**config.mk**
```make
export PLATFORM = sky130hd
export DESIGN_NAME = preorder_bst_check_core
export DESIGN_NICKNAME = d
export VERILOG_FILES = /design/src/hw/rtl/pbc_pkg.sv /design/src/hw/rtl/pbc_stack_mem.sv /design/src/hw/rtl/pbc_seq.sv /design/src/hw/rtl/preorder_bst_check_core.sv
export VERILOG_INCLUDE_DIRS = /design/src /design/src/hw/rtl
export SDC_FILE = /design/constraint.sdc
export NUM_CORES = 2
export LEC_CHECK = 0
export BUFFER_PORTS_ARGS = -buffer_cell sky130_fd_sc_hd__clkbuf_2
export CORE_ASPECT_RATIO = 1.5
export CORE_MARGIN = 10
export CORE_UTILIZATION = 30
export CTS_BUF_LIST = sky130_fd_sc_hd__clkbuf_8
export DETAILED_ROUTE_END_ITERATION = 7
export GPL_ROUTABILITY_DRIVEN = 1
export PLACE_DENSITY = 0.5
export SLEW_MARGIN = 15
export SYNTH_ARGS = -nofsm -noshare
export SYNTH_HDL_FRONTEND = slang
export SYNTH_HIERARCHICAL = 1
export SYNTH_SLANG_ARGS = --single-unit
```
**constraint.sdc**
```tcl
create_clock -name clk -period 8.9 [get_ports clk]
set_clock_uncertainty 0.05 [all_clocks]
set_input_delay 2.225 -clock clk [delete_from_list [all_inputs] [get_ports clk]]
set_output_delay 2.225 -clock clk [all_outputs]
set_load 0.01 [all_outputs]
```
**src/hw/rtl/preorder_bst_check_core_macros.svh**
```systemverilog
// assertion macros for the preorder bst check core
`ifndef PREORDER_BST_CHECK_CORE_MACROS_SVH
`define PREORDER_BST_CHECK_CORE_MACROS_SVH
`ifndef SYNTHESIS
// condition and consequence in the same cycle
`define PBC_ASSERT_NOW(lbl, ante, cons) \
	lbl: assert property (@(posedge clk) disable iff (!arst_n) (ante) |-> (cons)) \
		else $error("pbc assertion failed");
// consequence in the cycle after the condition
`define PBC_ASSERT_NEXT(lbl, ante, cons) \
	lbl: assert property (@(posedge clk) disable iff (!arst_n) (ante) |=> (cons)) \
		else $error("pbc assertion failed");
`else
`define PBC_ASSERT_NOW(lbl, ante, cons)
`define PBC_ASSERT_NEXT(lbl, ante, cons)
`endif
`endif

```
**src/hw/rtl/pbc_pkg.sv**
```systemverilog
// shared types for the preorder bst check core
package pbc_pkg;

	localparam int unsigned ELEM_W = 32;

	typedef struct packed {
		logic signed [ELEM_W-1:0] element_value;
		logic                     first_element;
		logic                     last_element;
	} in_item_t;

	typedef struct packed {
		logic sequence_ok;
		logic stack_overflow;
		logic end_of_sequence;
	} out_item_t;

	typedef enum logic [1:0] {
		ST_IDLE,
		ST_SCAN,
		ST_REFILL
	} state_t;

	// status from the datapath to the sequencer
	typedef struct packed {
		logic in_valid;
		logic pop_cond;
		logic out_free;
	} stat_t;

	// decoded sequencer controls
	typedef struct packed {
		logic in_ready;
		logic do_pop;
		logic do_refill;
		logic do_finish;
	} ctrl_t;

endpackage

```
**src/hw/rtl/pbc_stack_mem.sv**
```systemverilog
// stack storage, one write and one registered read port
module pbc_stack_mem #(
	parameter int unsigned DEPTH = 128,
	parameter int unsigned WIDTH = 32,
	localparam int unsigned AW = (DEPTH > 1) ? $clog2(DEPTH) : 1
) (
	input  logic             clk,
	input  logic             wr_en,
	input  logic [AW-1:0]    wr_addr,
	input  logic [WIDTH-1:0] wr_data,
	input  logic             rd_en,
	input  logic [AW-1:0]    rd_addr,
	output logic [WIDTH-1:0] rd_data
);

	logic [WIDTH-1:0] mem [DEPTH];
	logic [WIDTH-1:0] rd_data_q;

	always_ff @(posedge clk) begin
		if (wr_en) begin
			mem[wr_addr] <= wr_data;
		end
		if (rd_en) begin
			rd_data_q <= mem[rd_addr];
		end
	end

	assign rd_data = rd_data_q;

endmodule

```
**src/hw/rtl/pbc_seq.sv**
```systemverilog
// sequencer: accept, pop scan, refill and result post
module pbc_seq (
	input  logic            clk,
	input  logic            arst_n,
	input  pbc_pkg::stat_t  stat,
	output pbc_pkg::ctrl_t  ctrl
);

	pbc_pkg::state_t state_q;
	pbc_pkg::state_t state_d;

	always_ff @(posedge clk or negedge arst_n) begin
		if (!arst_n) begin
			state_q <= pbc_pkg::ST_IDLE;
		end else begin
			state_q <= state_d;
		end
	end

	always_comb begin
		state_d = state_q;
		case (state_q)
			pbc_pkg::ST_IDLE: begin
				if (stat.in_valid) begin
					state_d = pbc_pkg::ST_SCAN;
				end
			end
			pbc_pkg::ST_SCAN: begin
				if (stat.pop_cond) begin
					state_d = pbc_pkg::ST_REFILL;
				end else if (stat.out_free) begin
					state_d = pbc_pkg::ST_IDLE;
				end
			end
			pbc_pkg::ST_REFILL: begin
				state_d = pbc_pkg::ST_SCAN;
			end
			default: begin
				state_d = pbc_pkg::ST_IDLE;
			end
		endcase
	end

	always_comb begin
		ctrl = '0;
		case (state_q)
			pbc_pkg::ST_IDLE: begin
				ctrl.in_ready = 1'b1;
			end
			pbc_pkg::ST_SCAN: begin
				ctrl.do_pop    = stat.pop_cond;
				ctrl.do_finish = !stat.pop_cond && stat.out_free;
			end
			pbc_pkg::ST_REFILL: begin
				ctrl.do_refill = 1'b1;
			end
			default: begin
				ctrl = '0;
			end
		endcase
	end

endmodule

```
**src/hw/rtl/preorder_bst_check_core.sv**
```systemverilog
// top level of the preorder bst check core
//
// checks whether a stream of signed values can be the preorder walk of a
// binary search tree, giving one verdict per value
// - input channel in_valid / in_ready / in_item: one request per value;
//   first_element clears stack, bound and flags before the value is used
// - output channel out_valid / out_ready / out_item: one result per request,
//   with the running verdict, the sticky overflow flag and an echo of last_element
// - the top of stack lives in a register, the entries below it in a
//   single-port-write memory with a registered read
// - each popped value passes the scan state, where it is compared and popped,
//   then the refill state, where the memory read reloads the top-of-stack register
// - the result register loads once every pop for a request is done, and the
//   next request can be taken once the sequencer is back in the idle state
// - a new request is taken as soon as the sequencer is idle, even while the
//   previous result still waits; on a receiver stall the finishing request
//   holds in the scan state until the output register frees up
// - reset clears the stack count, bound, flags and sequencer; the memory is
//   not cleared, as entries above the count are never read
`include "preorder_bst_check_core_macros.svh"

module preorder_bst_check_core #(
	parameter int unsigned STACK_DEPTH = 128,
	parameter int unsigned VALUE_WIDTH = 32
) (
	input  logic                clk,
	input  logic                arst_n,
	input  logic                in_valid,
	output logic                in_ready,
	input  pbc_pkg::in_item_t   in_item,
	output logic                out_valid,
	input  logic                out_ready,
	output pbc_pkg::out_item_t  out_item
);

	localparam int unsigned AW = (STACK_DEPTH > 1) ? $clog2(STACK_DEPTH) : 1;
	localparam int unsigned CW = $clog2(STACK_DEPTH + 1);

	pbc_pkg::stat_t stat;
	pbc_pkg::ctrl_t ctrl;

	// value under test and sticky sequence state
	logic signed [VALUE_WIDTH-1:0] val_q;
	logic                          last_q;
	logic signed [VALUE_WIDTH-1:0] tos_q;
	logic signed [VALUE_WIDTH-1:0] bound_q;
	logic                          bound_set_q;
	logic                          viol_q;
	logic                          ovf_q;
	logic [CW-1:0]                 count_q;

	// result register
	pbc_pkg::out_item_t out_q;
	logic               out_valid_q;

	logic [63:0]                   elem_ext;
	logic signed [VALUE_WIDTH-1:0] val_in;
	logic                          accept;
	logic                          first_in;
	logic                          bound_hit;
	logic                          more_below;
	logic                          stack_full;
	logic                          mem_wr_en;
	logic                          mem_rd_en;
	logic [AW-1:0]                 mem_wr_addr;
	logic [AW-1:0]                 mem_rd_addr;
	logic [CW-1:0]                 count_m1;
	logic [CW-1:0]                 count_m2;
	logic [VALUE_WIDTH-1:0]        mem_rd_data;

	// sign-extend the field, then keep the low value bits
	assign elem_ext = {{(64 - pbc_pkg::ELEM_W){in_item.element_value[pbc_pkg::ELEM_W-1]}},
		in_item.element_value};
	assign val_in   = elem_ext[VALUE_WIDTH-1:0];
	assign accept   = in_valid && ctrl.in_ready;
	assign first_in = in_item.first_element;

	// bound check on the state as it stands before any pop
	assign bound_hit = !first_in && bound_set_q && (val_in < bound_q);

	assign count_m1   = count_q - CW'(1);
	assign count_m2   = count_q - CW'(2);
	assign more_below = count_q > CW'(1);
	assign stack_full = count_q == CW'(STACK_DEPTH);

	assign stat.in_valid = in_valid;
	assign stat.pop_cond = (count_q != '0) && (tos_q < val_q);
	assign stat.out_free = !out_valid_q || out_ready;

	// a pop with entries left below fetches the new top of stack
	assign mem_rd_en   = ctrl.do_pop && more_below;
	assign mem_rd_addr = count_m2[AW-1:0];
	// a push spills the old top of stack into the memory
	assign mem_wr_en   = ctrl.do_finish && !stack_full && (count_q != '0);
	assign mem_wr_addr = count_m1[AW-1:0];

	pbc_seq u_seq (
		.clk    (clk),
		.arst_n (arst_n),
		.stat   (stat),
		.ctrl   (ctrl)
	);

	pbc_stack_mem #(
		.DEPTH (STACK_DEPTH),
		.WIDTH (VALUE_WIDTH)
	) u_mem (
		.clk     (clk),
		.wr_en   (mem_wr_en),
		.wr_addr (mem_wr_addr),
		.wr_data (tos_q),
		.rd_en   (mem_rd_en),
		.rd_addr (mem_rd_addr),
		.rd_data (mem_rd_data)
	);

	// payload registers
	always_ff @(posedge clk) begin
		if (accept) begin
			val_q  <= val_in;
			last_q <= in_item.last_element;
		end
		if (ctrl.do_refill) begin
			tos_q <= mem_rd_data;
		end else if (ctrl.do_finish && !stack_full) begin
			tos_q <= val_q;
		end
		if (ctrl.do_finish) begin
			out_q.sequence_ok     <= !viol_q;
			out_q.stack_overflow  <= ovf_q || stack_full;
			out_q.end_of_sequence <= last_q;
		end
	end

	// sequence state
	always_ff @(posedge clk or negedge arst_n) begin
		if (!arst_n) begin
			count_q     <= '0;
			bound_q     <= '0;
			bound_set_q <= 1'b0;
			viol_q      <= 1'b0;
			ovf_q       <= 1'b0;
		end else if (accept) begin
			if (first_in) begin
				count_q     <= '0;
				bound_q     <= '0;
				bound_set_q <= 1'b0;
				ovf_q       <= 1'b0;
				viol_q      <= 1'b0;
			end else begin
				viol_q <= viol_q || bound_hit;
			end
		end else if (ctrl.do_pop) begin
			bound_q     <= tos_q;
			bound_set_q <= 1'b1;
			count_q     <= count_m1;
		end else if (ctrl.do_finish) begin
			if (stack_full) begin
				ovf_q <= 1'b1;
			end else begin
				count_q <= count_q + CW'(1);
			end
		end
	end

	// output handshake
	always_ff @(posedge clk or negedge arst_n) begin
		if (!arst_n) begin
			out_valid_q <= 1'b0;
		end else if (ctrl.do_finish) begin
			out_valid_q <= 1'b1;
		end else if (out_ready) begin
			out_valid_q <= 1'b0;
		end
	end

	assign in_ready  = ctrl.in_ready;
	assign out_valid = out_valid_q;
	assign out_item  = out_q;

	// stack count never passes the depth
	`PBC_ASSERT_NOW(a_count_range, 1'b1, count_q <= CW'(STACK_DEPTH))
	// a pop moves the old top of stack into the bound
	`PBC_ASSERT_NEXT(a_pop_bound, ctrl.do_pop, bound_set_q && (bound_q == $past(tos_q)))
	// a pop with entries left is always followed by a refill
	`PBC_ASSERT_NEXT(a_pop_refill, ctrl.do_pop && more_below, ctrl.do_refill)

endmodule
```
==> results.py <==
metrics = {
    "status": {
        "status": "finished clean",
    },
    "synthesis": {
        "synth_area_leaders": "edfxtp_1, mux4_2, dfrtp_1",
        "yosysTopAreaCellShare_pct": 77.42,
        "synthArstFlopShare_pct": 1.084,
        "synthFlopType": "edfxtp_1",
        "ys_top_cells_by_count": "edfxtp_1, mux4_2, clkbuf_1, nor2_1, buf_2",
        "synth.avg_cell_area_um2": 24.82,
        "syn_nets": 6664,
        "netlist_area_um2": 162800,
        "synth_cells": 6558,
        "yosysWarningCount": 6,
        "synth_seq_area_share_pct": 78.12,
        "synth_edf_count": 4196,
        "yosys.area.top_type": "edfxtp_1",
        "ys_seq_elements": 4242,
        "yosys.cell_count.top_type": "edfxtp_1",
        "synth_cell_types": 65,
    },
    "placement": {
        "place_area_um2": 174100,
        "post-dp-hpwl_um": 286500,
        "numPortBuffers": 42,
        "finalWeightedCongestion": 0.8228,
    },
    "drt": {
        "post_drt_wl_per_cell_um": 31.55,
        "wirelength_um": 471000,
        "viasPerCell": 5.017,
        "drc_errors": 0,
        "vias": 74890,
        "dr.pass1.iters": 5,
        "drt_iter0_drc": 8007,
        "postRouteAntennaNets": 0,
    },
    "floorplanning": {
        "die_h_um": 922.1,
        "rows": 331,
        "dieArea_um2": 573000,
        "io_pins": 43,
        "die_x_um": 621.4,
        "core_area_um2": 541300,
        "start_util_pct": 30.07,
    },
    "timing": {
        "setup_viol": 0,
        "max_freq_mhz": 150.3,
        "finalSetupTns_ns": 0,
        "fin_crit_ns": 6.654,
        "rsz0062_at_grt": "false",
        "slew_violations": 0,
        "worstMarginPinSlew_ns": 1.229,
        "max-slew-margin-rel_pct": 18.08,
        "finalCritPeriodShare_pct": 74.76,
        "hold_violations": 0,
    },
    "power": {
        "ir_drop_mv": 0.4554,
        "sw_frac_of_total_pct": 38.71,
        "p_per_area_nw_per_um2": 373.3,
        "combPwrFrac_pct": 41.5,
        "internal_power_w": 0.04247,
        "sequentialPowerShare_pct": 37.7,
        "p_leak_nw": 56.89,
        "p_clk_share_pct": 20.8,
        "p_switching_w": 0.02683,
    },
    "clocking": {
        "clk_path_buf_depth": 4,
        "insertion_delay_ns": 1.13,
        "cts.sinks": 4242,
        "root_buffer": "clkbuf_8",
        "cts.clk_slew.worst_paths_ns": 0.07,
        "post_cts_resized": 0,
        "cts_inserted_buffers": 616,
        "cts_setup_buffers": 0,
        "cts_max_level": 6,
        "cts_tree": "built",
        "cts_hold_buf": 0,
    },
    "global_route": {
        "grt_pass1_wl_um": 653500,
        "grt_pass1_vias": 78750,
        "grt_max_degree": 130,
        "antenna_found_initial": 71,
        "grt_overflow_total": 0,
        "grt_usage_pct": 15.99,
    },
    "setup_path": {
        "rrSetupSlack_ns": 2.25,
        "critical_path_class": "reg -> reg",
        "cp_max_fo": 67,
        "start_kind": "flip-flop",
        "crit_required_ns": 9.56,
        "end_kind": "flip-flop",
        "arrival_ns": 7.31,
    },
    "final_layout": {
        "area_growth_pct": 14.06,
        "nNetsFinal": 7240,
        "final_util_pct": 34.30,
        "nFillCells": 49990,
        "drive_gt1_share_pct": 33.97,
        "design_area_um2": 185600,
    },
    "hold_path": {
        "min_path_type": "reg -> reg",
    },
    "job": {
        "drv_cap": 0,
    },
}
==> cells in the final DEF (no fill, tap or decap), drive strengths merged, types with 3 or more instances in the layout <==
master       n
a211oi       3
a21o         3
a21oi       34
a22o        33
and4         3
buf        251
bufinv      11
clkbuf     682
clkinv     184
clkinvlp    15
dfrtp       46
diode      184
edfxtp    4196
ha          68
inv        291
mux2        33
mux4      1344
nand2       80
nand2b       4
nand3       19
nand4        8
nor2       148
nor2b       11
nor3        18
o211ai       4
o21ai       52
xnor2        4
xor2         4
==> critical path, cell delays in order (launching register included) <==
cell	delay, ns
edfxtp_1	0.32
buf_4	0.55
ha_1	0.39
a21oi_1	0.17
o21ai_0	0.10
a21oi_1	0.20
o41ai_1	0.14
a21oi_1	0.63
mux2i_1	0.23
and4bb_2	0.45
inv_1	0.10
nor2_1	0.51
nor2b_1	0.47
nand2_2	0.43
buf_4	0.39
nor2_4	0.57
buf_4	0.45
==> kinds of logic after synthesis <==
logic type	after synthesis	synth area share, %
AO/OA/AOI/OAI	151	0.6227
flip-flops	4242	78.12
buffers and inverters	408	1.021
XOR/XNOR	8	0.04305
AND/OR/NAND/NOR	303	0.8356
multiplexers	1378	18.83
adder cells (fa/ha/maj)	68	0.5227
==> per-stage QoR <==
stage | instances | power, W | hold slack [ns] | setup WS (ns)
floorplan | 6558 | 0.04160 | 0.3503 | 1.808
global placement | 13640 | 0.05555 | 0.3569 | 2.103
detailed placement | 13670 | 0.05590 | 0.3781 | 2.307
CTS | 14740 | 0.07038 | 0.3423 | 2.186
global route | 14910 | 0.07150 | 0.3611 | 2.048
finish | 14930 | 0.06930 | 0.3636 | 2.246
==> layer usage <==
| layer | vias up | wire [um] | GRT usage (%) | share of wire [%] |
|---|---|---|---|---|
| met5 | - | 127 | 0 | 0.027 |
| met4 | 18 | 20650 | 7.194 | 4.4 |
| met3 | 714 | 23280 | 2.402 | 4.9 |
| met2 | 2354 | 253300 | 29.07 | 54 |
| met1 | 41970 | 173600 | 18.66 | 37 |
| li1 | 29830 | - | - | - |
==> final cells by class <==
| type | instances | area (um^2) | area share [%] |
|---|---|---|---|
| Tap cell | 7159 | 8957 | 4.825 |
| Sequential cell | 4242 | 127200 | 68.50 |
| Antenna cell | 184 | 460.4 | 0.2480 |
| Inverter | 73 | 289.0 | 0.1557 |
| Clock inverter | 428 | 2157 | 1.162 |
| Multi-Input combinational cell | 1908 | 34990 | 18.85 |
| Clock buffer | 640 | 8808 | 4.745 |
| Timing Repair Buffer | 293 | 2823 | 1.521 |
==> flip-flops by register name (all words and copies together), names as in the netlist <==
name / cells
u_mem/mem: 4096
bound_q: 32
tos_q: 32
u_mem/rd_data: 32
val_q: 32
count_q: 8
out_item: 3
u_seq/state_q: 2
bound_set_q: 1
last_q: 1
out_valid: 1
ovf_q: 1
viol_q: 1
==> worst paths after layout <==
kind                                     from                     endpoint  cells past startpoint
max                        tos_q[5]$_DFFE_PP_  u_mem/mem[34][11]$_DFFE_PP_                     16
min                          last_q$_DFFE_PP_        out_item[0]$_DFFE_PP_                      0
max reg2reg                tos_q[5]$_DFFE_PP_  u_mem/mem[34][11]$_DFFE_PP_                     16
min reg2reg                  last_q$_DFFE_PP_        out_item[0]$_DFFE_PP_                      0
max in group asynchronous              arst_n       count_q[0]$_DFFE_PN0P_                      2
min in group asynchronous              arst_n       bound_q[4]$_DFFE_PN0P_                      2
==> power by group through the flow <==
stage / Sequential [W] / Clock [W] / Combinational [W]
floorplan: 0.0280 / 0 / 0.0136
global placement: 0.0265 / 0 / 0.0290
detailed placement: 0.0266 / 0 / 0.0293
CTS: 0.0262 / 0.0149 / 0.0294
global route: 0.0262 / 0.0157 / 0.0296
finish: 0.0262 / 0.0144 / 0.0287
No activity file was read; power rests on OpenSTA's default activity.
